$ cat src/design/multi_input_toggle_watchdog_macros.svh
// Assertion helpers shared by the watchdog modules.
// Both macros sample on the rising edge of clk and stay quiet while rst_n is low.
`ifndef MULTI_INPUT_TOGGLE_WATCHDOG_MACROS_SVH
`define MULTI_INPUT_TOGGLE_WATCHDOG_MACROS_SVH

`define MITW_ASSERT(lbl, prop, msg) \
  lbl: assert property (@(posedge clk) disable iff (!rst_n) (prop)) else $error(msg);

`define MITW_ASSERT_NEXT(lbl, ante, cons, msg) \
  lbl: assert property (@(posedge clk) disable iff (!rst_n) (ante) |=> (cons)) else $error(msg);

`endif

$ cat src/design/mitw_pkg.sv
`timescale 1ns / 1ps

package mitw_pkg;

  localparam int MAX_WATCH         = 4;
  localparam int NUM_WATCHED_DEF   = 4;
  localparam int COUNT_WIDTH_DEF   = 40;
  localparam int TIMEOUT_W         = 40;
  localparam int BITS_W            = 4;
  localparam int PERIOD_W          = 30;
  localparam int CFG_INDEX_W       = 3;
  localparam int IN_TDATA_W        = 40;
  localparam int OUT_TDATA_W       = 8;

  localparam int BITS_LSB          = 0;
  localparam int ENABLE_BIT        = BITS_LSB + BITS_W;
  localparam int PERIOD_LSB        = ENABLE_BIT + 1;

  localparam logic KIND_TICK       = 1'b0;
  localparam logic KIND_ARM        = 1'b1;

  typedef struct packed {
    logic tick;
    logic rearm;
  } lane_ctrl_t;

  typedef struct packed {
    logic                   we;
    logic [CFG_INDEX_W-1:0] index;
    logic [TIMEOUT_W-1:0]   data;
  } cfg_wr_t;

endpackage

$ cat src/design/mitw_lane.sv
`timescale 1ns / 1ps

module mitw_lane #(
  parameter int COUNT_WIDTH = 40,
  parameter int LANE_ID     = 0
) (
  input  logic                              clk,
  input  logic                              rst_n,
  input  mitw_pkg::lane_ctrl_t              ctrl,
  input  mitw_pkg::cfg_wr_t                 cfg,
  input  logic                              bit_in,
  input  logic [mitw_pkg::PERIOD_W-1:0]     period,
  output logic                              fault
);
  import mitw_pkg::*;

  logic [TIMEOUT_W-1:0]               timeout_r;
  logic [COUNT_WIDTH-1:0]             remaining_r, remaining_nxt;
  logic                               prev_bit_r, prev_bit_nxt;
  logic [TIMEOUT_W+COUNT_WIDTH-1:0]   reload_ext;
  logic [PERIOD_W+COUNT_WIDTH-1:0]    period_wide;
  logic [COUNT_WIDTH-1:0]             reload;
  logic [COUNT_WIDTH-1:0]             period_ext;
  logic                               toggled;
  logic                               under;

  assign reload_ext  = {{COUNT_WIDTH{1'b0}}, timeout_r};
  assign reload      = reload_ext[COUNT_WIDTH-1:0];
  assign period_wide = {{COUNT_WIDTH{1'b0}}, period};
  assign period_ext  = period_wide[COUNT_WIDTH-1:0];
  assign toggled     = bit_in != prev_bit_r;
  assign under       = remaining_r < period_ext;
  assign fault       = ctrl.tick && !toggled && under;

  always_comb begin
    remaining_nxt = remaining_r;
    prev_bit_nxt  = prev_bit_r;
    if (ctrl.rearm) begin
      remaining_nxt = reload;
    end else if (ctrl.tick) begin
      prev_bit_nxt = bit_in;
      if (toggled) begin
        remaining_nxt = reload;
      end else if (under) begin
        remaining_nxt = '0;
      end else begin
        remaining_nxt = remaining_r - period_ext;
      end
    end
  end

  always_ff @(posedge clk) begin
    if (!rst_n) begin
      timeout_r   <= '0;
      remaining_r <= '0;
      prev_bit_r  <= 1'b0;
    end else begin
      if (cfg.we && cfg.index == CFG_INDEX_W'(LANE_ID)) begin
        timeout_r <= cfg.data;
      end
      remaining_r <= remaining_nxt;
      prev_bit_r  <= prev_bit_nxt;
    end
  end

endmodule

$ cat src/design/mitw_merge.sv
`timescale 1ns / 1ps
`include "multi_input_toggle_watchdog_macros.svh"

module mitw_merge #(
  parameter int NUM_WATCHED = 4
) (
  input  logic                       clk,
  input  logic                       rst_n,
  input  logic                       push,
  input  logic                       kind,
  input  logic                       enable_level,
  input  logic [NUM_WATCHED-1:0]     lane_fault,
  output mitw_pkg::lane_ctrl_t       ctrl,
  output logic                       ready,
  output logic                       res_valid,
  input  logic                       res_ready,
  output logic                       res_ok
);
  import mitw_pkg::*;

  logic       ok_flag_r, ok_flag_nxt;
  logic       prev_en_r, prev_en_nxt;
  logic [1:0] count_r, count_nxt;
  logic       slot0_r, slot0_nxt;
  logic       slot1_r, slot1_nxt;
  logic       pop;

  assign ctrl.tick  = push && kind == KIND_TICK && enable_level && ok_flag_r;
  assign ctrl.rearm = push && kind == KIND_ARM && !ok_flag_r && enable_level && !prev_en_r;

  assign ready     = count_r != 2'd2;
  assign res_valid = count_r != 2'd0;
  assign res_ok    = slot0_r;
  assign pop       = res_valid && res_ready;

  always_comb begin
    ok_flag_nxt = ok_flag_r;
    prev_en_nxt = prev_en_r;
    if (ctrl.tick) begin
      ok_flag_nxt = !(|lane_fault);
    end else if (ctrl.rearm) begin
      ok_flag_nxt = 1'b1;
    end
    if (push && kind == KIND_ARM) begin
      prev_en_nxt = enable_level;
    end
  end

  always_comb begin
    count_nxt = count_r;
    slot0_nxt = slot0_r;
    slot1_nxt = slot1_r;
    case ({push, pop})
      2'b10: begin
        if (count_r == 2'd0) begin
          slot0_nxt = ok_flag_nxt;
        end else begin
          slot1_nxt = ok_flag_nxt;
        end
        count_nxt = count_r + 2'd1;
      end
      2'b01: begin
        slot0_nxt = slot1_r;
        count_nxt = count_r - 2'd1;
      end
      2'b11: begin
        slot0_nxt = ok_flag_nxt;
      end
      default: begin
      end
    endcase
  end

  always_ff @(posedge clk) begin
    if (!rst_n) begin
      ok_flag_r <= 1'b0;
      prev_en_r <= 1'b0;
      count_r   <= 2'd0;
    end else begin
      ok_flag_r <= ok_flag_nxt;
      prev_en_r <= prev_en_nxt;
      count_r   <= count_nxt;
    end
  end

  always_ff @(posedge clk) begin
    slot0_r <= slot0_nxt;
    slot1_r <= slot1_nxt;
  end

  `MITW_ASSERT(a_tick_rearm_excl, !(ctrl.tick && ctrl.rearm), "tick and rearm at once")
  `MITW_ASSERT_NEXT(a_rearm_sets_ok, ctrl.rearm, ok_flag_r, "rearm did not set ok")
  `MITW_ASSERT_NEXT(a_fault_clears_ok, ctrl.tick && (|lane_fault), !ok_flag_r,
                    "lane fault did not clear ok")
  `MITW_ASSERT_NEXT(a_no_push_when_full, count_r == 2'd2 && !pop, !push,
                    "beat taken while result buffer full")
  `MITW_ASSERT(a_ok_rise_by_rearm, $rose(ok_flag_r) |-> $past(ctrl.rearm),
               "ok rose without rearm")

endmodule

$ cat src/design/multi_input_toggle_watchdog.sv
`timescale 1ns / 1ps
// The result of an input beat is registered into the result buffer before it is shown on the output.
// Throughput: one beat per cycle (lane compare and subtract) while the buffer has room.
// A two-entry result buffer lets input beats keep coming while a result waits.
// Reset (synchronous, active low) clears timeouts, counters, ok, enable history and buffer.
module multi_input_toggle_watchdog #(
  parameter int NUM_WATCHED = mitw_pkg::NUM_WATCHED_DEF,
  parameter int COUNT_WIDTH = mitw_pkg::COUNT_WIDTH_DEF
) (
  input  logic                                 clk,
  input  logic                                 rst_n,
  input  logic                                 in_tvalid,
  output logic                                 in_tready,
  // watched_bits[3:0], enable_level[4], period_ns[34:5], zero fill above
  input  logic [mitw_pkg::IN_TDATA_W-1:0]      in_tdata,
  // kind[0]
  input  logic                                 in_tuser,
  output logic                                 out_tvalid,
  input  logic                                 out_tready,
  // ok[0], zero fill above
  output logic [mitw_pkg::OUT_TDATA_W-1:0]     out_tdata,
  input  logic                                 cfg_valid,
  output logic                                 cfg_ready,
  input  logic [mitw_pkg::CFG_INDEX_W-1:0]     cfg_index,
  input  logic [mitw_pkg::TIMEOUT_W-1:0]       cfg_data
);
  import mitw_pkg::*;

  lane_ctrl_t             ctrl;
  cfg_wr_t                cfg;
  logic                   push;
  logic                   ready;
  logic                   res_ok;
  logic [NUM_WATCHED-1:0] lane_fault;
  logic [BITS_W-1:0]      watched_bits;
  logic [PERIOD_W-1:0]    period_ns;

  assign watched_bits = in_tdata[BITS_LSB +: BITS_W];
  assign period_ns    = in_tdata[PERIOD_LSB +: PERIOD_W];
  assign in_tready    = ready;
  assign push         = in_tvalid && ready;
  assign cfg_ready    = 1'b1;
  assign cfg.we       = cfg_valid;
  assign cfg.index    = cfg_index;
  assign cfg.data     = cfg_data;
  assign out_tdata    = {{(OUT_TDATA_W-1){1'b0}}, res_ok};

  for (genvar g = 0; g < NUM_WATCHED; g++) begin : g_lane
    mitw_lane #(
      .COUNT_WIDTH(COUNT_WIDTH),
      .LANE_ID    (g)
    ) u_lane (
      .clk   (clk),
      .rst_n (rst_n),
      .ctrl  (ctrl),
      .cfg   (cfg),
      .bit_in(watched_bits[g]),
      .period(period_ns),
      .fault (lane_fault[g])
    );
  end

  mitw_merge #(
    .NUM_WATCHED(NUM_WATCHED)
  ) u_merge (
    .clk         (clk),
    .rst_n       (rst_n),
    .push        (push),
    .kind        (in_tuser),
    .enable_level(in_tdata[ENABLE_BIT]),
    .lane_fault  (lane_fault),
    .ctrl        (ctrl),
    .ready       (ready),
    .res_valid   (out_tvalid),
    .res_ready   (out_tready),
    .res_ok      (res_ok)
  );

endmodule

$ cat config.mk
export PLATFORM = sky130hd
export DESIGN_NAME = multi_input_toggle_watchdog
export DESIGN_NICKNAME = d
export VERILOG_FILES = /design/src/design/mitw_pkg.sv /design/src/design/mitw_lane.sv /design/src/design/mitw_merge.sv /design/src/design/multi_input_toggle_watchdog.sv
export VERILOG_INCLUDE_DIRS = /design/src /design/src/design
export SDC_FILE = /design/constraint.sdc
export NUM_CORES = 1
export LEC_CHECK = 0
export ABC_AREA = 1
export BUFFER_PORTS_ARGS = -buffer_cell sky130_fd_sc_hd__clkbuf_2
export CORE_ASPECT_RATIO = 0.6
export CORE_MARGIN = 4
export CORE_UTILIZATION = 45
export DETAILED_ROUTE_END_ITERATION = 8
export PLACE_DENSITY = 0.69
export SKIP_LAST_GASP = 1
export SLEW_MARGIN = 20
export SYNTH_ARGS = -nofsm -noshare
export SYNTH_HDL_FRONTEND = slang
export SYNTH_HIERARCHICAL = 1
export SYNTH_SLANG_ARGS = --single-unit
$ cat constraint.sdc
create_clock -name clk -period 2.5 [get_ports clk]
set_input_delay 0.375 -clock clk [delete_from_list [all_inputs] [get_ports clk]]
set_output_delay 0.375 -clock clk [all_outputs]
set_load 0.005 [all_outputs]
==> out/qor.yml, run 1 <==
run_status:
  status: "completed"
synthesis:
  synth_compound_area_share_pct: 18.4
  synth_simple_gate_area_share_pct: 33.0
  synth_adder_area_share_pct: 6.38
  synth-edff-count: 2
  yosys-top-cells-area: "dfxtp_1 26%, nand2_1 15%, inv_1 9.6%, nor2_1 8.9%, o21ai_0 7.1%"
  ys_ff_latch: 330
  synth_xor_area_share_pct: 3.20
  synth_top_area_share_pct: 26.1
  ys_seq_area_share_pct: 26.3
  ys_top_cells_by_count: "1011 x nand2_1, 643 x inv_1, 594 x nor2_1, 357 x o21ai_0, 328 x dfxtp_1"
  synth_top_family_by_area: "simple AND/OR/NAND/NOR gates"
  ys_async_sr_fraction_pct: 0
  synth.largest_area_cell: "dfxtp_1"
  synth_mux_area_share_pct: 0
  synthCells: 4094
  syn-cell-area_um2: 25200
  synth_most_common_cell: "nand2_1"
  synth_top_flop_cell: "dfxtp_1"
  synth_cell_types: 36
  synth_warnings: 6
  syn_avg_cell_area_um2: 6.15
job:
  max-cap-violations: 0
global_route:
  use_met3_pct: 5.57
  grt_pass1_vias: 25600
  gr-max-usage-layer: "met2"
  antenna_found_initial: 3
  grt_pass1_wl_um: 142000
  grt_overflow: 0
  grt_max_degree: 107
  use_met2_pct: 45.6
  gr-usage-all-layers_pct: 30.0
  gr-usage-met1_pct: 43.9
worst_setup_path:
  critPathRequiredTime_ps: 2790
  cp_top_family: "simple AND/OR/NAND/NOR gates"
  critical_path_buf_inv_count: 2
  critPathSlowestCell: "fa_2"
  arrival_ps: 2770
  critPathKind: "register to register"
  max_stage_delay_ps: 390
  crit_fanout: 3
  worstPathCellList: "inv_2, ha_4, inv_4, fa_2, nand2_2, nand2_4, nand3_4, nand2_4, nand2_2, nand3_2, nand2_2, nand2_4, nor3_4, nor2_2, nand2_2, nand2_2, nand3_2, nand2_1"
  cp-start-kind: "register"
  cp_common_cell: "nand2_2"
  setup.worst_path.end_class: "register"
clocking:
  root_buffer: "clkbuf_16"
  h-tree-depth: 2
  clkSlewWorstSetupHoldPaths_ps: 70
  clkSinkCount: 330
  ctsHoldBuffers: 0
  cts_inserted_buffers: 35
  clock_path_buffers: 3
  clkLatencyLatePin_ps: 540
  cts_tree: "done"
placement:
  dpl_cell_area_um2: 29500
  place.gp.congestion: 1.01
  io_buffer_count: 86
  dp_hpwl_um: 73000
detailed_routing:
  drc: 0
  avgViaCountPerCell: 5.18
  first_iter_violations: 2923
  vias: 27600
  dr.pass1.iters: 6
  wl_um: 92800
  postRouteAntennaNets: 0
  drt-wirelength-per-cell_um: 17.4
timing:
  setup_viol: 0
  rsz0062_at_grt: "true"
  timing.fmax_mhz: 403
  tns_ps: 0
  period_needed_ps: 2480
  fin_crit_sh_pct: 99.2
  drv_slew: 0
  finClkSkew_ps: 15.3
  tightest_slew_ps: 748
  relSlewSlack_pct: 50.1
  finalHoldViolCount: 0
layout:
  area_growth_pct: 24.1
  final_cell_area_um2: 31200
  nets: 4769
  final_util_pct: 57.0
  drive_gt1_share_pct: 20.8
power_and_ir_drop:
  power.density_nw_per_um2: 590
  ir_drop_mv: 0.442
  cellLeakagePower_nw: 16.4
floorplanning:
  die_x_um: 313
  fp.dieH_um: 191
  rows: 66
  ioPinCount: 100
  die_area_um2: 59900
  initial_core_util_pct: 46.0
  core_area_um2: 54800
min_path:
  hp-class: "input port to register"
final timing paths:
| check | to | depth (start not counted) | from | slack (ps) |
|---|---|---|---|---|
| worst min-delay path | g_lane[0].u_lane/prev_bit_r$_SDFFE_PN0P_ | 3 | in_tdata[0] | 130 |
| worst max register to register | u_merge/res_ok$_DFFE_PP_ | 18 | g_lane[3].u_lane/remaining_r[0]$_SDFFE_PN0P_ | 20 |
| worst max-delay path | u_merge/res_ok$_DFFE_PP_ | 18 | g_lane[3].u_lane/remaining_r[0]$_SDFFE_PN0P_ | 20 |
| worst min register to register | g_lane[3].u_lane/reload[5]$_SDFFE_PN0P_ | 2 | g_lane[3].u_lane/reload[5]$_SDFFE_PN0P_ | 490 |
area by class of cell:
class	count	area, um^2
clock buffers	44	992
multi-input cells	2986	15600
fillers	5432	23500
well taps	748	936
inverters	643	2420
diodes	1	2.50
repair buffers	558	4420
clock inverters	18	254
flip-flops and latches	330	6630
stage by stage:
step	power, mW	hold WS [ps]	setup WS [ps]	instances
floorplan	9.86	455	244	4100
global route	19.4	122	-65.3	5328
CTS	18.1	119	3.75	5311
global placement	12.2	460	-339	5248
finish	18.4	126	21.1	5328
detailed placement	12.3	472	-378	5248
worst register-to-register path, stage by stage, from the launching register on:
cell     delay, ps
dfxtp_2        330
inv_2           60
ha_4           130
inv_4           40
fa_2           390
nand2_2        110
nand2_4         70
nand3_4        100
nand2_4         70
nand2_2         60
nand3_2         90
nand2_2        120
nand2_4         80
nor3_4         200
nor2_2          70
nand2_2        100
nand2_2         80
nand3_2         90
nand2_1         50
registers in the layout, summed over array words and instances (netlist names):
register / cells
g_lane.u_lane/remaining_r: 160
g_lane.u_lane/reload: 160
g_lane.u_lane/prev_bit_r: 4
u_merge/slot1_r: 1
u_merge/ok_flag_r: 1
u_merge/count_r: 2
u_merge/prev_en_r: 1
u_merge/res_ok: 1
timing repair:
action                     4_1_cts  5_1_grt
setup endpoints to repair        2      117
buffers inserted                 1       11
resized for setup                5       51
hold endpoints to repair         0        0
pin swaps                        3       23
gates cloned                     0        5
where the power goes:
part | internal [mW] | switching, mW
registers | 5.60 | 0.221
logic | 2.69 | 4.08
clock network | 3.45 | 2.39
placed cells by master, fill, tap and decap left out, types with 85 or more instances in the layout:
master    count
nand2_1    1001
inv_1       639
nor2_1      584
buf_4       436
o21ai_0     355
dfxtp_1     326
a21oi_1     275
nand3_1     144
a21oi_2     139
ha_1        117
xor2_1       92
clkbuf_2     85
cells by family after synthesis:
logic type                 count (synthesis)
other                                      2
adders and majority gates                126
buffers and inverters                    784
xor gates and xnor gates                  92
AOI/OAI and AO/OA                        799
DFF                                      330
and+or+nand+nor                         1961
metal layers:
metal	part of all wire [%]	vias to the layer above	wire length, um
li1	-	13800	-
met1	46	12700	43100
met2	41	1032	38300
met3	9.7	149	9010
met4	2.6	2	2380
met5	0.014	-	13
(Power assumes the default switching activity.)
==> run 2, diff against run 1 <==
--- a/config.mk
+++ b/config.mk
@@ -8,7 +8,7 @@
 export LEC_CHECK = 0
 export ABC_AREA = 1
 export BUFFER_PORTS_ARGS = -buffer_cell sky130_fd_sc_hd__clkbuf_2
-export CORE_ASPECT_RATIO = 0.6
+export CORE_ASPECT_RATIO = 0.75
 export CORE_MARGIN = 4
 export CORE_UTILIZATION = 45
 export DETAILED_ROUTE_END_ITERATION = 8
==> run 2 against run 1 <==
Effect of this change: sequential power barely moved; via count rose by 1.2%; clock-buffer cell count rose by 4.
==> out/qor.yml, run 2 (same netlist as run 1, synthesis figures left out) <==
power_and_ir_drop:
  ir_drop_mv: 0.458
  pwr-share-seq_pct: 31.3
  switching_share_pct: 36.9
  combinationalPowerShare_pct: 36.6
  cellLeakagePower_nw: 16.8
  power.density_nw_per_um2: 584
  clkPwrFrac_pct: 32.1
  fin_total_pwr_mw: 18.6
  power.switching_mw: 6.85
  p_int_mw: 11.7
worst_setup_path:
  critPathRequiredTime_ps: 2830
  startpoint: "g_lane[3].u_lane/remaining_r[0]$_SDFFE_PN0P_"
  reg2regPathDepth: 18
  critPathKind: "register to register"
  crit_fanout: 2
  rr_startpoint: "g_lane[3].u_lane/remaining_r[0]$_SDFFE_PN0P_"
  setup.worst_path.end_class: "register"
  timing.rr.end: "u_merge/res_ok$_DFFE_PP_"
  arrival_ps: 2720
  r2r_setup_slack_ps: 110
  cp-start-kind: "register"
floorplanning:
  initial_core_util_pct: 45.8
  fp.dieH_um: 213
  rows: 74
  core_area_um2: 54900
  die_area_um2: 59800
  die_x_um: 281
  ioPinCount: 100
clocking:
  clkLatencyLatePin_ps: 570
  clock_path_buffers: 3
  cts_inserted_buffers: 37
  clkSinkCount: 330
  cts_tree: "done"
  h-tree-depth: 2
  root_buffer: "clkbuf_16"
  clkSlewWorstSetupHoldPaths_ps: 70
job:
  max-cap-violations: 0
layout:
  final_cell_mix: "1003 x nand2_1, 640 x inv_1, 589 x nor2_1"
  nets: 4849
  final_cell_area_um2: 31800
  drive_gt1_share_pct: 21.8
  final_common_cell: "nand2_1"
  final_cell_count_no_fill: 5387
  area_growth_pct: 26.3
detailed_routing:
  first_iter_violations: 2929
  drt-wirelength-per-cell_um: 17.7
  vias: 27900
  postRouteAntennaNets: 0
  dr.pass1.iters: 6
  drc: 0
  wl_um: 95600
  avgViaCountPerCell: 5.19
placement:
  placed_cells: 5307
  dpl_cell_area_um2: 30300
  io_buffer_count: 86
  dp_hpwl_um: 73400
  place.gp.congestion: 1.00
timing:
  drv_slew: 0
  relSlewSlack_pct: 24.5
  fin_crit_sh_pct: 95.7
  timing.fmax_mhz: 418
  tns_ps: 0
  finClkSkew_ps: 14.1
  finalHoldViolCount: 0
  period_needed_ps: 2390
  hold-worst-slack_ps: 80.6
  setup_viol: 0
  tightest_slew_ps: 1130
min_path:
  hp-class: "input port to register"
  min_path_cells: 3
  hold_start: "in_tdata[1]"
  hold_end: "g_lane[1].u_lane/prev_bit_r$_SDFFE_PN0P_"
global_route:
  antenna_found_initial: 3
  gr-usage-all-layers_pct: 31.2
  grt_pass1_wl_um: 145000
  grt_max_degree: 74
  grt_overflow: 0
  grt_pass1_vias: 25300
run_status:
  status: "completed"
==> run 2: cell types whose count changed in the layout (fill, tap and decap cells not counted), sizes merged <==
| cell | change |
|---|---|
| diode | +2 |
| clkinv | -3 |
| clkinvlp | +4 |
| bufinv | -2 |
| buf | +79 |
| nor2 | +3 |
| inv | +2 |
==> run 2: repair_timing <==
item,4_1_cts,5_1_grt
pin swaps,2,21
setup endpoints to repair,122,53
gates cloned,2,1
resized for setup,2,28
buffers inserted,0,7
hold buffers,0,0
==> run 2: metrics by stage <==
| stage | utilization, % | setup WS [ps] |
|---|---|---|
| 2_1_floorplan | - | 244 |
| 3_3_place_gp | 55.2 | -326 |
| 3_5_place_dp | 55.2 | -378 |
| 4_1_cts | 57.6 | 9.42 |
| 5_1_grt | 57.9 | -31.5 |
| 6_report | 57.9 | 108 |
==> run 2: worst max path at each step <==
| stage | end | slack, ps | depth (start not counted) |
|---|---|---|---|
| 6_report | u_merge/res_ok$_DFFE_PP_ | 110 | 18 |
| 5_1_grt | u_merge/res_ok$_DFFE_PP_ | -30 | 18 |
| 4_1_cts | g_lane[0].u_lane/remaining_r[29]$_SDFFE_PN0P_ | 9 | 11 |
| 3_5_place_dp | u_merge/slot1_r$_DFFE_PP_ | -380 | 18 |
| 3_3_place_gp | u_merge/slot1_r$_DFFE_PP_ | -330 | 18 |
| 2_1_floorplan | u_merge/slot1_r$_DFFE_PP_ | 240 | 17 |
==> run 2: routing by layer <==
metal | part of all wire, % | vias to the layer above | track usage, % | wire (um)
li1 | - | 13900 | - | -
met5 | 0 | - | 0 | 0
met1 | 47 | 12700 | 46.8 | 44700
met4 | 3.6 | 0 | 10.7 | 3400
met3 | 11 | 149 | 6.68 | 10400
met2 | 39 | 1136 | 43.7 | 37100
==> run 2: power by group through the flow <==
stage	Sequential (mW)	Clock [mW]	Combinational, mW
2_1_floorplan	5.86	0	4.00
3_3_place_gp	5.92	0	6.50
3_5_place_dp	5.92	0	6.56
4_1_cts	5.81	6.03	6.61
5_1_grt	5.86	6.25	7.41
6_report	5.82	5.96	6.79
==> run 2: critical path, stage by stage, from the launching register on <==
cell	delay, ps
dfxtp_2	320
inv_2	40
ha_2	150
inv_2	50
fa_2	390
nand2_2	90
nand2_2	60
nand3_2	70
nand2_2	70
nand2_2	60
nand3_2	80
nand2_2	120
nand2_4	70
nor3_4	220
nor2_2	90
nand2_1	80
nand2_2	70
nand3_2	70
nand2_1	50
==> run 2: final cells by class <==
cell class                 instances  area, um^2
tap                              722         903
inverter                         643        2410
sequential                       330        6630
clock inverter                    19         223
clock buffer                      48        1070
timing repair buffer             633        5020
multi-input combinational       2989       15500
fill                            5396       23100
antenna                            3        7.51
